<file path="src/rtl/core/teq_pkg.sv">
`default_nettype none
// ---------------------------------------------------------------------------
// teq_pkg: shared types and constants of the stereo tilt equalizer
// Sample format, coefficient formats, register map and payload types.
// ---------------------------------------------------------------------------
package teq_pkg;

   localparam int SAMPLE_BITS = 24;
   localparam int COEF_BITS   = 24;
   localparam int COEF_FRAC   = 22;
   localparam int GAIN_BITS   = 24;
   localparam int GAIN_FRAC   = 19;
   localparam int ADDR_BITS   = 5;
   localparam int DATA_BITS   = 32;

   localparam logic [GAIN_BITS-1:0] GAIN_UNITY = GAIN_BITS'(524288);

   typedef enum logic [2:0] {
      REG_MONO_MODE   = 3'd0,
      REG_LP_IN_COEF  = 3'd1,
      REG_LP_FB_COEF  = 3'd2,
      REG_LOW_GAIN    = 3'd3,
      REG_HIGH_GAIN   = 3'd4,
      REG_OUTPUT_GAIN = 3'd5
   } teq_reg_type;

   typedef struct packed {
      logic                         mono_mode;
      logic signed [COEF_BITS-1:0]  lowpass_input_coef;
      logic signed [COEF_BITS-1:0]  lowpass_feedback_coef;
      logic signed [COEF_BITS-1:0]  low_band_gain;
      logic signed [COEF_BITS-1:0]  high_band_gain;
      logic        [GAIN_BITS-1:0]  output_gain;
   } teq_cfg_type;

   typedef struct packed {
      logic signed [SAMPLE_BITS-1:0] left_sample;
      logic signed [SAMPLE_BITS-1:0] right_sample;
   } teq_req_type;

   typedef struct packed {
      logic signed [SAMPLE_BITS-1:0] left_out;
      logic signed [SAMPLE_BITS-1:0] right_out;
   } teq_rsp_type;

   typedef struct packed {
      logic                          done;
      logic signed [SAMPLE_BITS-1:0] y;
   } teq_lane_sts_type;

endpackage
`default_nettype wire

</file>
<file path="src/rtl/core/teq_csr.sv">
`default_nettype none
// ---------------------------------------------------------------------------
// teq_csr: configuration registers
// APB-style write and read of the six equalizer registers.
// ---------------------------------------------------------------------------
module teq_csr (
   input  wire logic                          clock,
   input  wire logic                          reset,
   input  wire logic                          csr_psel,
   input  wire logic                          csr_penable,
   input  wire logic                          csr_pwrite,
   input  wire logic [teq_pkg::ADDR_BITS-1:0] csr_paddr,
   input  wire logic [teq_pkg::DATA_BITS-1:0] csr_pwdata,
   output logic      [teq_pkg::DATA_BITS-1:0] csr_prdata,
   output logic                               csr_pready,
   output teq_pkg::teq_cfg_type               cfg
);
   import teq_pkg::*;

   teq_cfg_type cfg_ff;
   teq_cfg_type cfg_in;
   teq_reg_type reg_sel;
   logic        wr_en;

   assign reg_sel    = teq_reg_type'(csr_paddr[ADDR_BITS-1:2]);
   assign wr_en      = csr_psel & csr_penable & csr_pwrite;
   assign csr_pready = 1'b1;
   assign cfg        = cfg_ff;

   always_comb begin
      cfg_in = cfg_ff;
      if (wr_en) begin
         unique case (reg_sel)
            REG_MONO_MODE:   cfg_in.mono_mode             = csr_pwdata[0];
            REG_LP_IN_COEF:  cfg_in.lowpass_input_coef    = csr_pwdata[COEF_BITS-1:0];
            REG_LP_FB_COEF:  cfg_in.lowpass_feedback_coef = csr_pwdata[COEF_BITS-1:0];
            REG_LOW_GAIN:    cfg_in.low_band_gain         = csr_pwdata[COEF_BITS-1:0];
            REG_HIGH_GAIN:   cfg_in.high_band_gain        = csr_pwdata[COEF_BITS-1:0];
            REG_OUTPUT_GAIN: cfg_in.output_gain           = csr_pwdata[GAIN_BITS-1:0];
            default:         cfg_in = cfg_ff;
         endcase
      end
   end

   always_comb begin
      unique case (reg_sel)
         REG_MONO_MODE:   csr_prdata = DATA_BITS'(cfg_ff.mono_mode);
         REG_LP_IN_COEF:  csr_prdata = DATA_BITS'(unsigned'(cfg_ff.lowpass_input_coef));
         REG_LP_FB_COEF:  csr_prdata = DATA_BITS'(unsigned'(cfg_ff.lowpass_feedback_coef));
         REG_LOW_GAIN:    csr_prdata = DATA_BITS'(unsigned'(cfg_ff.low_band_gain));
         REG_HIGH_GAIN:   csr_prdata = DATA_BITS'(unsigned'(cfg_ff.high_band_gain));
         REG_OUTPUT_GAIN: csr_prdata = DATA_BITS'(cfg_ff.output_gain);
         default:         csr_prdata = '0;
      endcase
   end

   always_ff @(posedge clock) begin
      if (reset) begin
         cfg_ff.mono_mode             <= 1'b0;
         cfg_ff.lowpass_input_coef    <= '0;
         cfg_ff.lowpass_feedback_coef <= '0;
         cfg_ff.low_band_gain         <= '0;
         cfg_ff.high_band_gain        <= '0;
         cfg_ff.output_gain           <= GAIN_UNITY;
      end else begin
         cfg_ff <= cfg_in;
      end
   end

endmodule
`default_nettype wire

</file>
<file path="config.mk">
export PLATFORM = sky130hd
export DESIGN_NAME = teq_csr
export DESIGN_NICKNAME = d
export VERILOG_FILES = /design/src/rtl/core/teq_pkg.sv /design/src/rtl/core/teq_csr.sv
export SDC_FILE = /design/constraint.sdc
export NUM_CORES = 1
export LEC_CHECK = 0
export ABC_AREA = 1
export BUFFER_PORTS_ARGS = -buffer_cell sky130_fd_sc_hd__buf_2
export CAP_MARGIN = 20
export CORE_MARGIN = 4
export CORE_UTILIZATION = 35
export CTS_CLUSTER_DIAMETER = 150
export DETAILED_ROUTE_END_ITERATION = 12
export GPL_TIMING_DRIVEN = 1
export SYNTH_ARGS = -nofsm -noshare
export SYNTH_HDL_FRONTEND = slang
export SYNTH_SLANG_ARGS = --single-unit
</file>
<file path="constraint.sdc">
create_clock -name clock -period 1.7 [get_ports clock]
set_clock_uncertainty 0.2 [all_clocks]
set_input_delay 0.17 -clock clock [delete_from_list [all_inputs] [get_ports clock]]
set_output_delay 0.17 -clock clock [all_outputs]
set_load 0.1 [all_outputs]
</file>
==> metrics <==
VDD IR max=~0.75 mV; Overall Power=between 7000 and 8000 uW; critical path endpoint category=output port; simple-gate share of the synthesized area=47.33%; MaxCap Viol Count=0; max_slew headroom=65.38%; Multi-input gate area=3256 um^2; Filler Cell Count=around 1.7k; Worst Path Arrival=1.31 ns; largest net degree at the start of global routing=61; Final #Nets=1224; clock slew at reported path FFs=about 0.06 ns; Tcrit/Tclk final=between 90% and 100%; final setup violation count=0; first-pass GRT wire length=33.70 mm; Hold Path Depth=5; mux cell area share after synthesis=0%; synthesized area per cell=6.149 um^2; Placed Area=8150 um^2; initial core utilization=36.23%; Yosys reg bits=121; post-synthesis sequential area ratio=about two fifths; global route total overflow=0; synthesized instance count=about 990; Final Cell Area=9044 um^2; Hold Vio Cnt, Final=0; Max Fclk=595.2 MHz; Synth Area in XOR/XNOR=0%; Routed Antenna Nets=0; total wire length=21.56 mm; DRC=0; post-synthesis compound-gate area fraction=less than 1%; main combinational cell family by area after synthesis=simple AND/OR/NAND/NOR gates; CP Class=flip-flop to output port; vias=6650; CTS root buf=clkbuf_16; dpl hpwl=approximately 15 mm; Slew @ Worst Pin=0.5230 ns; Post-Synth Adder-Cell Area=0%; Wirelength per Cell=~15 um; worst min-delay path category=primary input to flip-flop; CP startpoint kind=flip-flop; # IOs=196; die width=139.9 um; H-tree depth=4; Req. time, crit path=1.33 ns; P per Cell Area=824.3 nW/um^2; chip height=139.9 um; CTS max path bufs=2; RR Endpoint=cfg[15]$_SDFFE_PP0P_; antenna violations before repair=1; Synth Cell Area=6093 um^2; DR pass1 iterations=5; DR iter-0 viols=roughly 370; CTS tree=done; PortBufs=around 180; Warnings, synthesis=0; R2R Path Start=cfg[15]$_SDFFE_PP0P_; Placed Instances=1355; vias in the first global route=5955; fin. max-slew vios=0; Lkg Pwr=0.004281 uW; post-layout min period=about 1.7 ns; area delta synth->final=48.42%; fin cells=1416; R2R depth=3; clock sink count=121; CTS Buf Count=17; RePlAce Congestion=0.8882; WHS Endpoint=cfg[63]$_SDFFE_PP0P_; FP Rows=47; area of the die=19580 um^2; layout cell share with drive strength beyond 1=36.99%; post-synth cell types=20; run status=complete, no violations; max reg flops=121; FF+latch area=between 2000 and 3000 um^2; worst-skew pair later-pin latency=slightly above 0.4 ns; core area=16820 um^2; flop2flop setup slack=0.81 ns; vias per inst=4.696; gr usage total=a little over a fifth; Worst Hold Launch=csr_pwdata[15]; hold_ws=about 0.0042 ns; unrepaired setup endpoints after global routing=true; crit path max fanout=3; Post-Route Utilization=53.77%
through the flow:
step / worst slack [ns] / setup TNS (ns)
after floorplan: -0.1779 / -0.1779
after global placement: -0.01679 / -0.2048
after detailed placement: -0.04504 / -0.6019
after CTS: 0.0004460 / 0
after global routing: -0.03795 / -0.3604
final: 0.01994 / 0
synthesized netlist by cell type:
cell	instances	area, um^2
nor2_1	311	1167
nand2_1	223	837.1
nand3_1	123	615.6
dfxtp_1	121	2422
inv_1	97	364.1
buf_2	28	140.1
nand4_1	26	162.7
buf_4	18	135.1
clkbuf_1	17	63.81
buf_1	6	22.52
nor2_2	5	31.28
buf_6	3	33.78
nand3_2	3	30.03
nor2_4	3	33.78
conb_1	2	7.510
a21oi_1	1	5.000
inv_2	1	3.750
inv_4	1	6.260
nand2_2	1	6.260
o21ai_0	1	5.000
kinds of logic (layout without fill, tap and decap cells):
group	count (synthesis)	in the layout
and+or+nand+nor	695	695
buffers and inverters	171	368
DFF	121	121
other	2	10
AOI/OAI and AO/OA	2	2
final cells by class:
| type | instances | area share (%) |
|---|---|---|
| repair buffers | 237 | 22.09 |
| clock inverters | 14 | 1.494 |
| well taps | 220 | 3.044 |
| flip-flops and latches | 121 | 28.44 |
| clock buffers | 18 | 4.745 |
| inverters | 99 | 4.151 |
| multi-input cells | 706 | 36.00 |
| diodes | 1 | 0.02767 |
layer usage:
layer  GRT usage [%]  vias to the layer above  part of all wire [%]
met5               0                        -                     0
met4           7.700                        0                   2.3
met3           4.874                       36                   6.7
met2           32.21                      231                    45
met1           30.85                     2992                    46
li1                -                     3391                     -
worst max-delay path, stage by stage, from the launching register on:
cell,delay (ns)
dfxtp_2,0.35
nand4_1,0.09
nand2_2,0.14
inv_2,0.06
nand3_4,0.08
buf_12,0.17
how the worst max path moves through the flow:
stage               depth (start not counted)  slack (ns)                   from                   to
floorplan                                   2       -0.18  cfg[106]$_SDFFE_PP0P_       csr_prdata[10]
global placement                            8       -0.02           csr_paddr[2]  cfg[9]$_SDFFE_PP0P_
detailed placement                          8       -0.05           csr_paddr[2]  cfg[5]$_SDFFE_PP0P_
CTS                                         5      0.0004    cfg[9]$_SDFFE_PP0P_        csr_prdata[9]
global route                                5       -0.04   cfg[16]$_SDFFE_PP0P_       csr_prdata[16]
finish                                      5        0.02   cfg[11]$_SDFFE_PP0P_       csr_prdata[11]
placed cells by master (no fill, tap or decap), types with 2 or more instances in the layout:
master and n:
nand3_1 99, nand3_4 19, nand2_2 11, nor2_1 299, inv_6 7, nand2_1 213, buf_2 151, nor2_2 15
nor2_4 5, dlygate4sd3_1 22, dfxtp_2 120, clkinv_2 2, clkinvlp_4 4, nand3_2 8, buf_12 43, inv_2 16
clkbuf_16 17, nand4_1 26, inv_1 81, buf_4 20, conb_1 9
power breakdown:
group	switching, uW	internal, uW
clock	1430	2040
combinational	802	271
sequential	29.0	2880
total	2270	5190
timing repair:
item,in CTS,in global routing
gates cloned,0,0
setup buffers,0,6
hold endpoints to repair,88,0
hold buffers,22,0
gates resized for setup,15,22
pin swaps,6,22
setup endpoints to repair,14,22
Power figures use the tool's default switching activity.
