### config.mk
export PLATFORM = sky130hd
export DESIGN_NAME = teq_lane
export DESIGN_NICKNAME = d
export VERILOG_FILES = /design/src/rtl/core/teq_pkg.sv /design/src/rtl/core/teq_lane.sv
export SDC_FILE = /design/constraint.sdc
export NUM_CORES = 2
export LEC_CHECK = 0
export BUFFER_PORTS_ARGS = -buffer_cell sky130_fd_sc_hd__buf_2
export CORE_ASPECT_RATIO = 0.75
export CORE_MARGIN = 4
export CORE_UTILIZATION = 48
export DETAILED_ROUTE_END_ITERATION = 7
export SKIP_LAST_GASP = 1
export SLEW_MARGIN = 20
export SYNTH_ARGS = -nofsm -noshare
export SYNTH_HDL_FRONTEND = slang
export SYNTH_SLANG_ARGS = --single-unit
### constraint.sdc
create_clock -name clock -period 11.3 [get_ports clock]
set_clock_uncertainty 0.05 [all_clocks]
set_input_delay 0.565 -clock clock [delete_from_list [all_inputs] [get_ports clock]]
set_output_delay 0.565 -clock clock [all_outputs]
set_load 0.02 [all_outputs]
### src/rtl/core/teq_pkg.sv
`default_nettype none
// ---------------------------------------------------------------------------
// teq_pkg: shared types and constants of the stereo tilt equalizer
// Sample format, coefficient formats, register map and payload types.
// ---------------------------------------------------------------------------
package teq_pkg;

   localparam int SAMPLE_BITS = 24;
   localparam int COEF_BITS   = 24;
   localparam int COEF_FRAC   = 22;
   localparam int GAIN_BITS   = 24;
   localparam int GAIN_FRAC   = 19;
   localparam int ADDR_BITS   = 5;
   localparam int DATA_BITS   = 32;

   localparam logic [GAIN_BITS-1:0] GAIN_UNITY = GAIN_BITS'(524288);

   typedef enum logic [2:0] {
      REG_MONO_MODE   = 3'd0,
      REG_LP_IN_COEF  = 3'd1,
      REG_LP_FB_COEF  = 3'd2,
      REG_LOW_GAIN    = 3'd3,
      REG_HIGH_GAIN   = 3'd4,
      REG_OUTPUT_GAIN = 3'd5
   } teq_reg_type;

   typedef struct packed {
      logic                         mono_mode;
      logic signed [COEF_BITS-1:0]  lowpass_input_coef;
      logic signed [COEF_BITS-1:0]  lowpass_feedback_coef;
      logic signed [COEF_BITS-1:0]  low_band_gain;
      logic signed [COEF_BITS-1:0]  high_band_gain;
      logic        [GAIN_BITS-1:0]  output_gain;
   } teq_cfg_type;

   typedef struct packed {
      logic signed [SAMPLE_BITS-1:0] left_sample;
      logic signed [SAMPLE_BITS-1:0] right_sample;
   } teq_req_type;

   typedef struct packed {
      logic signed [SAMPLE_BITS-1:0] left_out;
      logic signed [SAMPLE_BITS-1:0] right_out;
   } teq_rsp_type;

   typedef struct packed {
      logic                          done;
      logic signed [SAMPLE_BITS-1:0] y;
   } teq_lane_sts_type;

endpackage
`default_nettype wire

### src/rtl/core/teq_lane.sv
`default_nettype none
// ---------------------------------------------------------------------------
// teq_lane: one channel of the tilt equalizer
// Runs the lowpass update, tilt mix and output gain as five multiplies on
// one shared multiplier, and holds its lowpass state and result.
// ---------------------------------------------------------------------------
module teq_lane (
   input  wire logic                                 clock,
   input  wire logic                                 reset,
   input  wire logic                                 start,
   input  wire logic                                 take,
   input  wire logic signed [teq_pkg::SAMPLE_BITS-1:0] x,
   input  wire teq_pkg::teq_cfg_type                 cfg,
   output teq_pkg::teq_lane_sts_type                 sts
);
   import teq_pkg::*;

   localparam int XW   = SAMPLE_BITS;
   localparam int YW   = XW + 5;
   localparam int AW   = COEF_BITS + 1;
   localparam int PW   = AW + YW;
   localparam int ACCW = PW + 1;
   localparam logic signed [ACCW-1:0] SMAX = {{(ACCW-XW+1){1'b0}}, {(XW-1){1'b1}}};
   localparam logic signed [ACCW-1:0] SMIN = ~SMAX;
   localparam logic signed [ACCW-1:0] HALF_COEF = ACCW'(1) <<< (COEF_FRAC - 1);
   localparam logic signed [ACCW-1:0] HALF_GAIN = ACCW'(1) <<< (GAIN_FRAC - 1);

   typedef enum logic [12:0] {
      S_IDLE = 13'b0000000000001,
      S_P0   = 13'b0000000000010,
      S_P1   = 13'b0000000000100,
      S_ACC1 = 13'b0000000001000,
      S_LP   = 13'b0000000010000,
      S_P2   = 13'b0000000100000,
      S_P3   = 13'b0000001000000,
      S_ACC2 = 13'b0000010000000,
      S_Y    = 13'b0000100000000,
      S_P4   = 13'b0001000000000,
      S_G    = 13'b0010000000000,
      S_OUT  = 13'b0100000000000,
      S_DONE = 13'b1000000000000
   } teq_lane_state_type;

   teq_lane_state_type       state_ff, state_in;
   logic signed [XW-1:0]     x_ff, x_in;
   logic signed [XW-1:0]     lp_ff, lp_in;
   logic signed [YW-1:0]     y_ff, y_in;
   logic signed [XW-1:0]     out_ff, out_in;
   logic signed [PW-1:0]     prod_ff, prod_in;
   logic signed [ACCW-1:0]   acc_ff, acc_in;
   logic signed [AW-1:0]     mul_a;
   logic signed [YW-1:0]     mul_b;
   logic signed [XW:0]       diff;
   logic signed [ACCW-1:0]   prod_ext;
   logic signed [ACCW-1:0]   coef_rnd;
   logic signed [ACCW-1:0]   gain_rnd;
   logic signed [XW-1:0]     lp_sat;
   logic signed [XW-1:0]     out_sat;

   assign diff     = {x_ff[XW-1], x_ff} - {lp_ff[XW-1], lp_ff};
   assign prod_ext = {prod_ff[PW-1], prod_ff};
   assign coef_rnd = (acc_ff + HALF_COEF) >>> COEF_FRAC;
   assign gain_rnd = (acc_ff + HALF_GAIN) >>> GAIN_FRAC;

   always_comb begin
      if (coef_rnd > SMAX) begin
         lp_sat = SMAX[XW-1:0];
      end else if (coef_rnd < SMIN) begin
         lp_sat = SMIN[XW-1:0];
      end else begin
         lp_sat = coef_rnd[XW-1:0];
      end
      if (gain_rnd > SMAX) begin
         out_sat = SMAX[XW-1:0];
      end else if (gain_rnd < SMIN) begin
         out_sat = SMIN[XW-1:0];
      end else begin
         out_sat = gain_rnd[XW-1:0];
      end
   end

   always_comb begin
      unique case (state_ff)
         S_P0: begin
            mul_a = AW'(cfg.lowpass_input_coef);
            mul_b = YW'(x_ff);
         end
         S_P1: begin
            mul_a = AW'(cfg.lowpass_feedback_coef);
            mul_b = YW'(lp_ff);
         end
         S_P2: begin
            mul_a = AW'(cfg.low_band_gain);
            mul_b = YW'(lp_ff);
         end
         S_P3: begin
            mul_a = AW'(cfg.high_band_gain);
            mul_b = YW'(diff);
         end
         S_P4: begin
            mul_a = {1'b0, cfg.output_gain};
            mul_b = y_ff;
         end
         default: begin
            mul_a = '0;
            mul_b = '0;
         end
      endcase
   end

   assign prod_in = mul_a * mul_b;

   always_comb begin
      state_in = state_ff;
      x_in     = x_ff;
      lp_in    = lp_ff;
      y_in     = y_ff;
      out_in   = out_ff;
      acc_in   = acc_ff;
      unique case (state_ff)
         S_IDLE: begin
            if (start) begin
               x_in     = x;
               state_in = S_P0;
            end
         end
         S_P0: state_in = S_P1;
         S_P1: begin
            acc_in   = prod_ext;
            state_in = S_ACC1;
         end
         S_ACC1: begin
            acc_in   = acc_ff + prod_ext;
            state_in = S_LP;
         end
         S_LP: begin
            lp_in    = lp_sat;
            state_in = S_P2;
         end
         S_P2: state_in = S_P3;
         S_P3: begin
            acc_in   = prod_ext;
            state_in = S_ACC2;
         end
         S_ACC2: begin
            acc_in   = acc_ff + prod_ext;
            state_in = S_Y;
         end
         S_Y: begin
            y_in     = coef_rnd[YW-1:0] + {{(YW-XW){x_ff[XW-1]}}, x_ff};
            state_in = S_P4;
         end
         S_P4: state_in = S_G;
         S_G: begin
            acc_in   = prod_ext;
            state_in = S_OUT;
         end
         S_OUT: begin
            out_in   = out_sat;
            state_in = S_DONE;
         end
         S_DONE: begin
            if (take) begin
               state_in = S_IDLE;
            end
         end
         default: state_in = S_IDLE;
      endcase
   end

   always_ff @(posedge clock) begin
      if (reset) begin
         state_ff <= S_IDLE;
         lp_ff    <= '0;
      end else begin
         state_ff <= state_in;
         lp_ff    <= lp_in;
      end
   end

   always_ff @(posedge clock) begin
      x_ff    <= x_in;
      y_ff    <= y_in;
      out_ff  <= out_in;
      prod_ff <= prod_in;
      acc_ff  <= acc_in;
   end

   assign sts.done = (state_ff == S_DONE);
   assign sts.y    = out_ff;

`ifndef SYNTHESIS
   a_lp_only_in_update: assert property (@(posedge clock) disable iff (reset)
      (state_ff != S_LP) |=> $stable(lp_ff))
      else $error("lowpass state changed outside its update step");
   a_start_when_idle: assert property (@(posedge clock) disable iff (reset)
      start |-> (state_ff == S_IDLE))
      else $error("lane started while busy");
   a_take_when_done: assert property (@(posedge clock) disable iff (reset)
      take |-> (state_ff == S_DONE))
      else $error("lane result taken before it was done");
   a_done_follows_out: assert property (@(posedge clock) disable iff (reset)
      (state_ff == S_OUT) |=> (state_ff == S_DONE))
      else $error("lane skipped its done state");
`endif

endmodule
`default_nettype wire

==> flow_metrics.env <==
export IMPL_status="finished clean"
export IMPL_irDropWorstVdd_v=0.0000804
export IMPL_synth_seq_cells=223
export IMPL_whs_endpoint="x_ff[13]$_DFFE_PP_"
export IMPL_synth_edff_count=132
export IMPL_placement_cell_area_um2=43900
export IMPL_global_route_overflow_total=0
export IMPL_async_flop_share=0
export IMPL_critPathArrivalTime_ns=11.18
export IMPL_timing_setup_critical_path_class="flip-flop to flip-flop"
export IMPL_period_minus_slack_ns=10.81
export IMPL_routed_via_count=32800
export IMPL_p_leak_nw=21.1
export IMPL_crit_path_launch_type="flip-flop"
export IMPL_holdPathStages=1
export IMPL_syn_to_final_growth_pct=8.68
export IMPL_hold_viol=0
export IMPL_timing_critical_path_mode_cell="fa_1"
export IMPL_finalNetCount=5948
export IMPL_critical_path_max_stage_delay_ns=0.62
export IMPL_layout_drive_gt1_share=0.0947
export IMPL_finalSetupViolCount=0
export IMPL_timing_critical_path_max_delay_family="adder cells"
export IMPL_drt_wl_total_mm=128
export IMPL_layout_worst_path_cycle_share=0.957
export IMPL_cts_num_sinks=223
export IMPL_dieHeight_um=261
export IMPL_synth_distinct_cells=92
export IMPL_initial_utilization=0.487
export IMPL_synth_area_um2=41100
export IMPL_place_worst_setup_slack_ns=0.427
export IMPL_crit_buf_inv=8
export IMPL_synth_most_common_cell="inv_1"
export IMPL_dp_final_hpwl_mm=107
export IMPL_timing_fmax_mhz=92.5
export IMPL_endpoint_kind="flip-flop"
export IMPL_timing_rr_start="x_ff[0]$_DFFE_PP_"
export IMPL_cap_violations=0
export IMPL_cts_max_path_buffers=3
export IMPL_crit_required_ns=11.67
export IMPL_ys_warnings_count=0
export IMPL_synth_ff_type="edfxtp_1"
export IMPL_synth_area_leaders="fa_1, edfxtp_1, inv_1, ha_1, nand2_1"
export IMPL_power_density_nw_per_um2=48.7
export IMPL_reg2reg_capture_point="prod_ff[52]$_DFF_P_"
export IMPL_synth_cells_most_frequent="inv_1, fa_1, nand2_1"
export IMPL_portion_of_synthesized_cell_area_occupied_by_the_leading_cell_type=0.367
export IMPL_drt_antenna_violating_nets=0
export IMPL_crit_start="x_ff[0]$_DFFE_PP_"
export IMPL_critPathMaxFanout=7
export IMPL_slew_limit_headroom=0.312
export IMPL_portBuffers=172
export IMPL_grt_pass1_vias=33000
export IMPL_global_route_usage_total=0.287
export IMPL_grt_antenna_before_repair=0
export IMPL_critical_path_cell_with_the_highest_stage_delay="fa_1"
export IMPL_die_width_um=346
export IMPL_grt_max_degree=63
export IMPL_wire_length_of_the_first_global_routing_pass_mm=199
export IMPL_ctsHoldBuffers=0
export IMPL_tritoncts="built"
export IMPL_die_area_um2=90500
export IMPL_synth_top_area_cell="fa_1"
export IMPL_antenna_diode_count=0
export IMPL_worstSetupPathDepth=38
export IMPL_fp_row_count=92
export IMPL_ctsHtreeMaxLevel=1
export IMPL_fin_ws_ns=0.491
export IMPL_hold_path_class="input port to flip-flop"
export IMPL_synth_net_count=5809
export IMPL_clk_pin_slew_ns=0.08
export IMPL_finalWeightedCongestion=0.965
export IMPL_report_final_slew_viol_count=0
export IMPL_post_drt_via_cell_ratio=5.53
export IMPL_grt_setup_unrepaired="yes"
export IMPL_synth_avg_cell_area_um2=8.84
export IMPL_syn_instance_count=4650
export IMPL_clkLatencyLatePin_ns=0.54
export IMPL_clock_buffer_count_from_cts=20
export IMPL_utilization=0.529
export IMPL_drtPass1Iterations=7
export IMPL_final_area_um2=44700
export IMPL_hp_start="x[13]"
export IMPL_drt_iter0_markers=2728
export IMPL_root_buffer="clkbuf_16"
export IMPL_worst_r2r_setup_slack_ns=0.49
export IMPL_sequential_element_share_of_the_synthesized_area=0.141
export IMPL_total_negative_slack_for_setup_checks_ns=0
export IMPL_reg2regPathDepth=38
export IMPL_floorplan_io_pins=174
export IMPL_hold_ws_ns=0.155
export IMPL_drt_drc_violations_left=0
export IMPL_core_area_um2=84500
export IMPL_worstMarginPinSlew_ns=1.03
export IMPL_wire_per_inst_um=21.7
## what timing repair did
action,in CTS,in global routing
buffers inserted,0,4
gates resized for setup,0,11
endpoints found under the setup margin,0,8
## state kept, by name (all words and copies together), names as in the netlist
| signal | flops |
|---|---|
| y_ff | 29 |
| x_ff | 24 |
| lp_ff | 24 |
| state_ff | 13 |
| prod_ff | 54 |
| acc_ff | 55 |
| out_ff | 24 |
## per-layer routing
| layer | global-route usage | wire (µm) | vias to the layer above |
|---|---|---|---|
| met2 | 0.435 | 54800 | 1375 |
| met3 | 0.0661 | 12800 | 198 |
| met1 | 0.417 | 56600 | 16300 |
| met4 | 0.0765 | 4270 | 0 |
| li1 | - | - | 14900 |
| met5 | 0 | 0 | - |
## power breakdown
group	switching, mW	internal, mW
logic	0.322	0.188
registers	0.0239	0.887
clock network	0.335	0.423
## cell families after synthesis
logic type	after synthesis	synth area share
flops	223	0.141
compound gates	695	0.117
xor+xnor	224	0.0477
buf+inv	1126	0.106
fa+ha+maj	1010	0.445
simple gates	1365	0.142
mux	7	0.00179
## cell usage in the layout (no fill, tap or decap), types with 82 or more instances in the layout
cell type | synthesis | final
inv_1 | 923 | 922
fa_1 | 753 | 753
nand2_1 | 594 | 594
nor2_1 | 484 | 481
ha_1 | 257 | 257
buf_2 | 60 | 172
a21oi_1 | 160 | 156
o21ai_0 | 152 | 150
xnor2_1 | 142 | 142
buf_4 | 9 | 138
edfxtp_1 | 132 | 132
dfxtp_1 | 91 | 91
xor2_1 | 82 | 82
## final cells by class
cell class / instances / area (µm²)
fill: 8031 / 39800
multi-input combinational: 3301 / 31200
sequential: 223 / 5790
inverter: 923 / 3470
timing repair buffer: 320 / 2100
tap: 1128 / 1410
clock buffer: 30 / 611
clock inverter: 6 / 87.6
## how the worst max path moves through the flow
stage and endpoint:
3_3_place_gp prod_ff[52]$_DFF_P_, 4_1_cts prod_ff[52]$_DFF_P_, 5_1_grt prod_ff[52]$_DFF_P_, 6_report prod_ff[52]$_DFF_P_
2_1_floorplan prod_ff[52]$_DFF_P_, 3_5_place_dp prod_ff[52]$_DFF_P_
## stage by stage
stage	std cells	power, mW
finish	5931	2.18
global route	5931	2.28
CTS	5927	2.19
detailed placement	5891	1.43
global placement	5891	1.43
floorplan	4650	1.24
Power figures use the tool's default switching activity.
