===== src/rtl/core/teq_pkg.sv =====
`default_nettype none
// ---------------------------------------------------------------------------
// teq_pkg: shared types and constants of the stereo tilt equalizer
// Sample format, coefficient formats, register map and payload types.
// ---------------------------------------------------------------------------
package teq_pkg;

   localparam int SAMPLE_BITS = 24;
   localparam int COEF_BITS   = 24;
   localparam int COEF_FRAC   = 22;
   localparam int GAIN_BITS   = 24;
   localparam int GAIN_FRAC   = 19;
   localparam int ADDR_BITS   = 5;
   localparam int DATA_BITS   = 32;

   localparam logic [GAIN_BITS-1:0] GAIN_UNITY = GAIN_BITS'(524288);

   typedef enum logic [2:0] {
      REG_MONO_MODE   = 3'd0,
      REG_LP_IN_COEF  = 3'd1,
      REG_LP_FB_COEF  = 3'd2,
      REG_LOW_GAIN    = 3'd3,
      REG_HIGH_GAIN   = 3'd4,
      REG_OUTPUT_GAIN = 3'd5
   } teq_reg_type;

   typedef struct packed {
      logic                         mono_mode;
      logic signed [COEF_BITS-1:0]  lowpass_input_coef;
      logic signed [COEF_BITS-1:0]  lowpass_feedback_coef;
      logic signed [COEF_BITS-1:0]  low_band_gain;
      logic signed [COEF_BITS-1:0]  high_band_gain;
      logic        [GAIN_BITS-1:0]  output_gain;
   } teq_cfg_type;

   typedef struct packed {
      logic signed [SAMPLE_BITS-1:0] left_sample;
      logic signed [SAMPLE_BITS-1:0] right_sample;
   } teq_req_type;

   typedef struct packed {
      logic signed [SAMPLE_BITS-1:0] left_out;
      logic signed [SAMPLE_BITS-1:0] right_out;
   } teq_rsp_type;

   typedef struct packed {
      logic                          done;
      logic signed [SAMPLE_BITS-1:0] y;
   } teq_lane_sts_type;

endpackage
`default_nettype wire


===== src/rtl/core/teq_merge.sv =====
`default_nettype none
// ---------------------------------------------------------------------------
// teq_merge: result merge and output register
// Combines the lane results into one stereo beat and holds it until taken.
// ---------------------------------------------------------------------------
module teq_merge (
   input  wire logic                      clock,
   input  wire logic                      reset,
   input  wire logic                      mono_mode,
   input  wire teq_pkg::teq_lane_sts_type left_sts,
   input  wire teq_pkg::teq_lane_sts_type right_sts,
   input  wire logic                      rsp_stall,
   output logic                           rsp_valid,
   output teq_pkg::teq_rsp_type           rsp_data,
   output logic                           take_left,
   output logic                           take_right
);
   import teq_pkg::*;

   logic        rsp_valid_ff, rsp_valid_in;
   teq_rsp_type rsp_data_ff, rsp_data_in;
   logic        ready;
   logic        load;

   assign ready = left_sts.done & (mono_mode | right_sts.done);
   assign load  = ready & (~rsp_valid_ff | ~rsp_stall);

   assign take_left  = load;
   assign take_right = load & ~mono_mode;

   always_comb begin
      rsp_valid_in = load | (rsp_valid_ff & rsp_stall);
      rsp_data_in  = rsp_data_ff;
      if (load) begin
         rsp_data_in.left_out  = left_sts.y;
         rsp_data_in.right_out = mono_mode ? left_sts.y : right_sts.y;
      end
   end

   always_ff @(posedge clock) begin
      if (reset) begin
         rsp_valid_ff <= 1'b0;
      end else begin
         rsp_valid_ff <= rsp_valid_in;
      end
   end

   always_ff @(posedge clock) begin
      rsp_data_ff <= rsp_data_in;
   end

   assign rsp_valid = rsp_valid_ff;
   assign rsp_data  = rsp_data_ff;

endmodule
`default_nettype wire


===== config.mk =====
export PLATFORM = sky130hd
export DESIGN_NAME = teq_merge
export DESIGN_NICKNAME = d
export VERILOG_FILES = /design/src/rtl/core/teq_pkg.sv /design/src/rtl/core/teq_merge.sv
export SDC_FILE = /design/constraint.sdc
export NUM_CORES = 1
export LEC_CHECK = 0
export BUFFER_PORTS_ARGS = -buffer_cell sky130_fd_sc_hd__buf_2
export CAP_MARGIN = 10
export CORE_MARGIN = 10
export CORE_UTILIZATION = 47
export CTS_CLUSTER_SIZE = 30
export DETAILED_ROUTE_END_ITERATION = 16
export PLACE_DENSITY = 0.85
export SLEW_MARGIN = 20
export SYNTH_ARGS = -nofsm -noshare
export SYNTH_HDL_FRONTEND = slang
export SYNTH_SLANG_ARGS = --single-unit

===== constraint.sdc =====
create_clock -name clock -period 8.27 [get_ports clock]
set_clock_uncertainty 0.15 [all_clocks]
set_input_delay 1.2405 -clock clock [delete_from_list [all_inputs] [get_ports clock]]
set_output_delay 1.2405 -clock clock [all_outputs]
set_load 0.005 [all_outputs]

==> flow_summary_export.csv, run 1 <==
group,metric,value,unit
routing,drt-pass1-iter-count,2,
place,gp_congestion,0.744,
global_route,grt_pass1_vias,1320,
die,die_h,83.3,µm
final_layout,layout-drive-gt1-share,72.3,%
sta,fin_ws,4.03,ns
logic_synthesis,synth-edff-count,48,
die,start_util,49.9,%
global_route,antenna_found_initial,0,
critical_path,crit_path_start_kind,"primary input",
logic_synthesis,async_flop_share,0,%
logic_synthesis,seq_area_frac_synth,77.6,%
logic_synthesis,ys_dominant_reg_cell,"edfxtp_1",
final_layout,stdcell_count,239,
die,dieWidth,83.3,µm
logic_synthesis,syn_area,0.00188,mm²
sta,setup_tns,0,ns
final_layout,seqCellArea,0.00146,mm²
global_route,gr-total-overflow,0,
sta,drv_slew,0,
sta,setup_violations,0,
final_layout,final_nets,244,
logic_synthesis,yosys.area.top_type,"edfxtp_1",
power_and_ir_drop,powerDensity,202,mW/mm²
global_route,grt_max_degree,50,
final_layout,num_antenna_cells,0,
run,maxCapViolations,0,
logic_synthesis,synth_top_area_share,76.5,%
power_and_ir_drop,ir_drop,0.000113,V
clock_network,ctsResizeCount,0,
sta,whs,0.411,ns
sta,fmax,236,MHz
clock_network,clk_latency,0.29,ns
worst_hold_path,hp-class,"flop to flop",
final_layout,multiInputGateArea,382,µm²
critical_path,worstPathCellList,"buf_2 -> o21ai_2 -> a21oi_4 -> buf_4 -> buf_2",
logic_synthesis,syn_avg_cell_area,23.2,µm²
final_layout,post-route-util,67.4,%
routing,detail_route.vias_per_cell,4.66,
logic_synthesis,synth.net_count,135,
place,place_inst,231,
clock_network,clkTransAtPathRegs,0.08,ns
clock_network,htree_levels,2,
logic_synthesis,ys_seq_elements,49,
clock_network,clock_sinks,49,
critical_path,crit_arrival,2.85,ns
final_layout,syn_to_final_growth,35.0,%
die,ios,105,
die,core,0.00377,mm²
critical_path,slowest_stage,"buf_2",
sta,period_needed,4.24,ns
global_route,grt_usage,12.5,%
sta,period_share,51.2,%
critical_path,path_max_fanout,49,
global_route,grt_pass1_wl,6880,µm
clock_network,cts_made_buffers,5,
critical_path,crit_buf_inv,3,
logic_synthesis,synth_commonest_cells,"48 x edfxtp_1, 18 x mux2_4, 6 x mux2_2",
clock_network,cts_setup_buffers,0,
critical_path,critPathTopFamily,"buffers and inverters",
critical_path,crit_type,"primary input to primary output",
critical_path,crit_top_cell,"buf_2",
clock_network,cts_tree,"done",
logic_synthesis,ys_warn_count,0,
die,num_rows,22,
sta,hold_violations,0,
logic_synthesis,yosysUniqueCellTypes,10,
critical_path,end_kind,"primary output",
place,post-place-ws,4.00,ns
sta,worst_pin_slew,0.736,ns
routing,drtIter0Drc,23,
critical_path,cp_slowest_stage_delay,0.57,ns
power_and_ir_drop,p_leak,1.12,nW
logic_synthesis,ys_top_cells_by_area,"edfxtp_1 77%, mux2_4 14%, mux2_2 3.6%",
outcome,status,"complete, no violations",
place,io_buffer_count,104,
die,fp.dieArea,0.00694,mm²
routing,num_vias,1113,
final_layout,fill_cells,260,
routing,drc_errors,0,
critical_path,cp.required,6.88,ns
routing,postRouteAntennaNets,0,
clock_network,cts_hold_buf,0,
sta,slew_headroom,50.9,%
logic_synthesis,synthCells,81,
clock_network,cts_max_path_buffers,2,
routing,routed_wl,4350,µm
routing,wl_per_cell,18.2,µm
sta,rsz0062_at_grt,"false",
logic_synthesis,yosysMostFrequentCell,"edfxtp_1",
clock_network,clockRootBuffer,"clkbuf_8",
place,hpwl,3510,µm
area by class of cell:
type                    count  share of cell area, %
flip-flops and latches     49                   57.5
clock buffers               5                   2.71
multi-input cells          29                   15.0
repair buffers            105                   20.8
well taps                  48                   2.36
clock inverters             3                   1.62
path summary, 6_finish.rpt:
kind / end / start / depth (start not counted) / slack [ns]
max: take_left / mono_mode / 5 / 4.03
min: rsp_valid$_SDFF_PP0_ / rsp_valid$_SDFF_PP0_ / 2 / 0.41
max reg2reg: rsp_data[6]$_DFFE_PP_ / rsp_valid$_SDFF_PP0_ / 2 / 6.75
min reg2reg: rsp_valid$_SDFF_PP0_ / rsp_valid$_SDFF_PP0_ / 2 / 0.41
state kept, by name (all words and copies together) (netlist names):
register   count
rsp_valid      1
rsp_data      48
per-stage QoR:
step	cell area (µm²)	total power, mW
floorplan	1880	0.329
global placement	2430	0.357
detailed placement	2430	0.360
CTS	2540	0.521
global route	2540	0.538
finish	2540	0.514
cells by family (layout without fill, tap and decap cells):
logic type / after synthesis / in the layout / synth area share (%)
flip-flops: 49 / 49 / 77.6
multiplexers: 24 / 24 / 17.9
AO/OA/AOI/OAI: 3 / 3 / 0.997
buffers and inverters: 3 / 113 / 2.72
AND/OR/NAND/NOR: 2 / 2 / 0.731
metal layers:
layer | vias to the layer above | wire [µm] | track usage (%) | share of wire, %
li1 | 535 | - | - | -
met1 | 513 | 1500 | 11.7 | 34
met2 | 61 | 2310 | 21.7 | 53
met3 | 4 | 491 | 7.71 | 11
met4 | 0 | 51 | 4.31 | 1.2
met5 | - | 0 | 0 | 0
cells in the final DEF (no fill, tap or decap), drive strengths merged:
master,netlist,layout
dfxtp,1,1
and4b,1,1
edfxtp,48,48
nand2,1,1
clkbuf,0,5
buf,3,105
o21ai,1,1
mux2,24,24
clkinvlp,0,1
bufinv,0,1
a21oi,2,2
clkinv,0,1
worst min-delay path: stages (launching register included):
cell and delay [ns]:
dfxtp_1 0.36, nand2_1 0.10, a21oi_1 0.07
where the power goes:
group	leakage [nW]	internal, mW	switching (mW)
registers	0.465	0.292	0.00357
clock network	0.0518	0.0889	0.0719
logic	0.602	0.0318	0.0261
total	1.12	0.412	0.102
Note: power is estimated with default switching activity, not from simulation.
==> run 2: changes to the inputs <==
--- a/config.mk
+++ b/config.mk
@@ -8,10 +8,10 @@
 export BUFFER_PORTS_ARGS = -buffer_cell sky130_fd_sc_hd__buf_2
 export CAP_MARGIN = 10
 export CORE_MARGIN = 10
-export CORE_UTILIZATION = 47
+export CORE_UTILIZATION = 43
 export CTS_CLUSTER_SIZE = 30
 export DETAILED_ROUTE_END_ITERATION = 16
-export PLACE_DENSITY = 0.85
+export PLACE_DENSITY = 0.79
 export SLEW_MARGIN = 20
 export SYNTH_ARGS = -nofsm -noshare
 export SYNTH_HDL_FRONTEND = slang
==> constraint.sdc (replaced) <==
create_clock -name clock -period 3.95 [get_ports clock]
set_clock_uncertainty 0.15 [all_clocks]
set_input_delay 0.5925 -clock clock [delete_from_list [all_inputs] [get_ports clock]]
set_output_delay 0.5925 -clock clock [all_outputs]
set_load 0.005 [all_outputs]
==> flow_summary_export.csv, run 2 (synthesis gave the netlist of run 1 again) <==
group,metric,value,unit
outcome,status,"complete, no violations",
global_route,grt_usage,11.9,%
global_route,grt_pass1_wl,6760,µm
clock_network,clock_sinks,49,
run,maxCapViolations,0,
critical_path,critPathTopFamily,"compound AO/OA/AOI/OAI gates",
final_layout,layout-drive-gt1-share,71.4,%
die,num_rows,24,
worst_hold_path,hp-class,"primary input to flop",
critical_path,crit_type,"primary input to primary output",
clock_network,htree_levels,2,
final_layout,final_nets,245,
die,dieWidth,86.2,µm
global_route,busiest_layer,"met2",
clock_network,cts_max_path_buffers,2,
place,hpwl,3600,µm
clock_network,clk_latency,0.29,ns
final_layout,fill_cells,346,
power_and_ir_drop,p_leak,1.11,nW
global_route,met2_usage,20.8,%
sta,drv_slew,0,
routing,detail_route.vias_per_cell,4.73,
final_layout,syn_to_final_growth,34.0,%
die,ios,105,
global_route,grt_max_degree,31,
routing,postRouteAntennaNets,0,
critical_path,end_kind,"primary output",
critical_path,crit_path_start_kind,"primary input",
global_route,grt_pass1_vias,1295,
critical_path,path_max_fanout,20,
routing,drtIter0Drc,70,
critical_path,cp.required,3.21,ns
final_layout,layout_common_cells,"104 x buf_2, 48 x edfxtp_1, 18 x mux2_4",
clock_network,clkTransAtPathRegs,0.08,ns
sta,setup_tns,0,ns
sta,fmax,445,MHz
final_layout,final_common_cell,"buf_2",
final_layout,largest_reg_flops,48,
critical_path,crit_arrival,1.50,ns
sta,period_share,56.9,%
sta,period_needed,2.25,ns
power_and_ir_drop,ir_drop,0.000189,V
clock_network,cts_setup_buffers,0,
die,fp.dieArea,0.00743,mm²
power_and_ir_drop,power,1.02,mW
place,io_buffer_count,104,
power_and_ir_drop,powerDensity,403,mW/mm²
place,gp_congestion,0.717,
routing,drc_errors,0,
critical_path,crit_top_cell,"buf_2",
clock_network,ctsResizeCount,0,
sta,hold_violations,0,
global_route,gr-total-overflow,0,
global_route,grt_use_met1,11.6,%
die,start_util,43.9,%
clock_network,cts_made_buffers,5,
clock_network,cts_tree,"done",
sta,worst_pin_slew,0.609,ns
critical_path,cp_slowest_stage_delay,0.49,ns
clock_network,clockRootBuffer,"clkbuf_8",
sta,rsz0062_at_grt,"false",
routing,routed_wl,4500,µm
final_layout,num_antenna_cells,0,
sta,slew_headroom,59.3,%
clock_network,cts_hold_buf,0,
critical_path,slowest_stage,"a21oi_4",
critical_path,worstPathCellList,"buf_2 -> o21ai_2 -> a21oi_4 -> buf_2",
die,die_h,86.2,µm
global_route,antenna_found_initial,0,
routing,num_vias,1153,
die,core,0.00429,mm²
routing,drt-pass1-iter-count,2,
global_route,use_met3,4.60,%
critical_path,crit_buf_inv,2,
routing,wl_per_cell,18.4,µm
sta,setup_violations,0,
-- run 2: cell types whose count changed in the layout (fill, tap and decap cells not counted), sizes merged --
cell      delta
buf          +1
clkbuf       +3
clkinv       -1
clkinvlp     -1
bufinv       -1
-- run 2: final cells by class --
cell class	instances	area, µm²	area share, %
timing repair buffer	106	536	21.2
clock buffer	8	80.1	3.17
multi-input combinational	29	382	15.1
tap	52	65.1	2.58
sequential	49	1460	57.9
-- run 2: worst reg2reg max path, delay by kind of cell (launching register included) --
kind	cells	cell delay, ns
flops	1	0.35
compound gates	1	0.53
buf+inv	1	0.48
-- run 2: through the flow --
step / instance area, µm² / setup WS (ns) / instances / hold WS (ns) / util [%]
6_report: 2520 / 1.70 / 244 / 0.297 / 58.8
5_1_grt: 2520 / 1.63 / 244 / 0.284 / 58.8
4_1_cts: 2520 / 1.67 / 244 / 0.290 / 58.8
3_5_place_dp: 2440 / 1.66 / 236 / 0.386 / 56.9
3_3_place_gp: 2440 / 1.68 / 236 / 0.370 / 56.9
2_1_floorplan: 1890 / 0.930 / 81 / 0.340 / -
-- run 2: power breakdown --
part / switching [mW] / internal (mW) / total [mW] / leakage [nW]
registers: 0.00736 / 0.610 / 0.618 / 0.465
clock network: 0.151 / 0.126 / 0.277 / 0.0395
logic: 0.0556 / 0.0669 / 0.123 / 0.607
total: 0.214 / 0.803 / 1.02 / 1.11
-- run 2: worst paths after layout --
check / start / end / slack (ns) / depth (start not counted)
max: mono_mode / take_left / 1.70 / 4
min: reset / rsp_valid$_SDFF_PP0_ / 0.30 / 2
max reg2reg: rsp_valid$_SDFF_PP0_ / rsp_data[9]$_DFFE_PP_ / 2.10 / 2
min reg2reg: rsp_valid$_SDFF_PP0_ / rsp_valid$_SDFF_PP0_ / 0.39 / 2
-- run 2: routing by layer --
layer | wire (µm) | share of wire (%)
met4 | 99 | 2.2
met2 | 2340 | 52
met5 | 0 | 0
met1 | 1620 | 36
met3 | 436 | 9.7
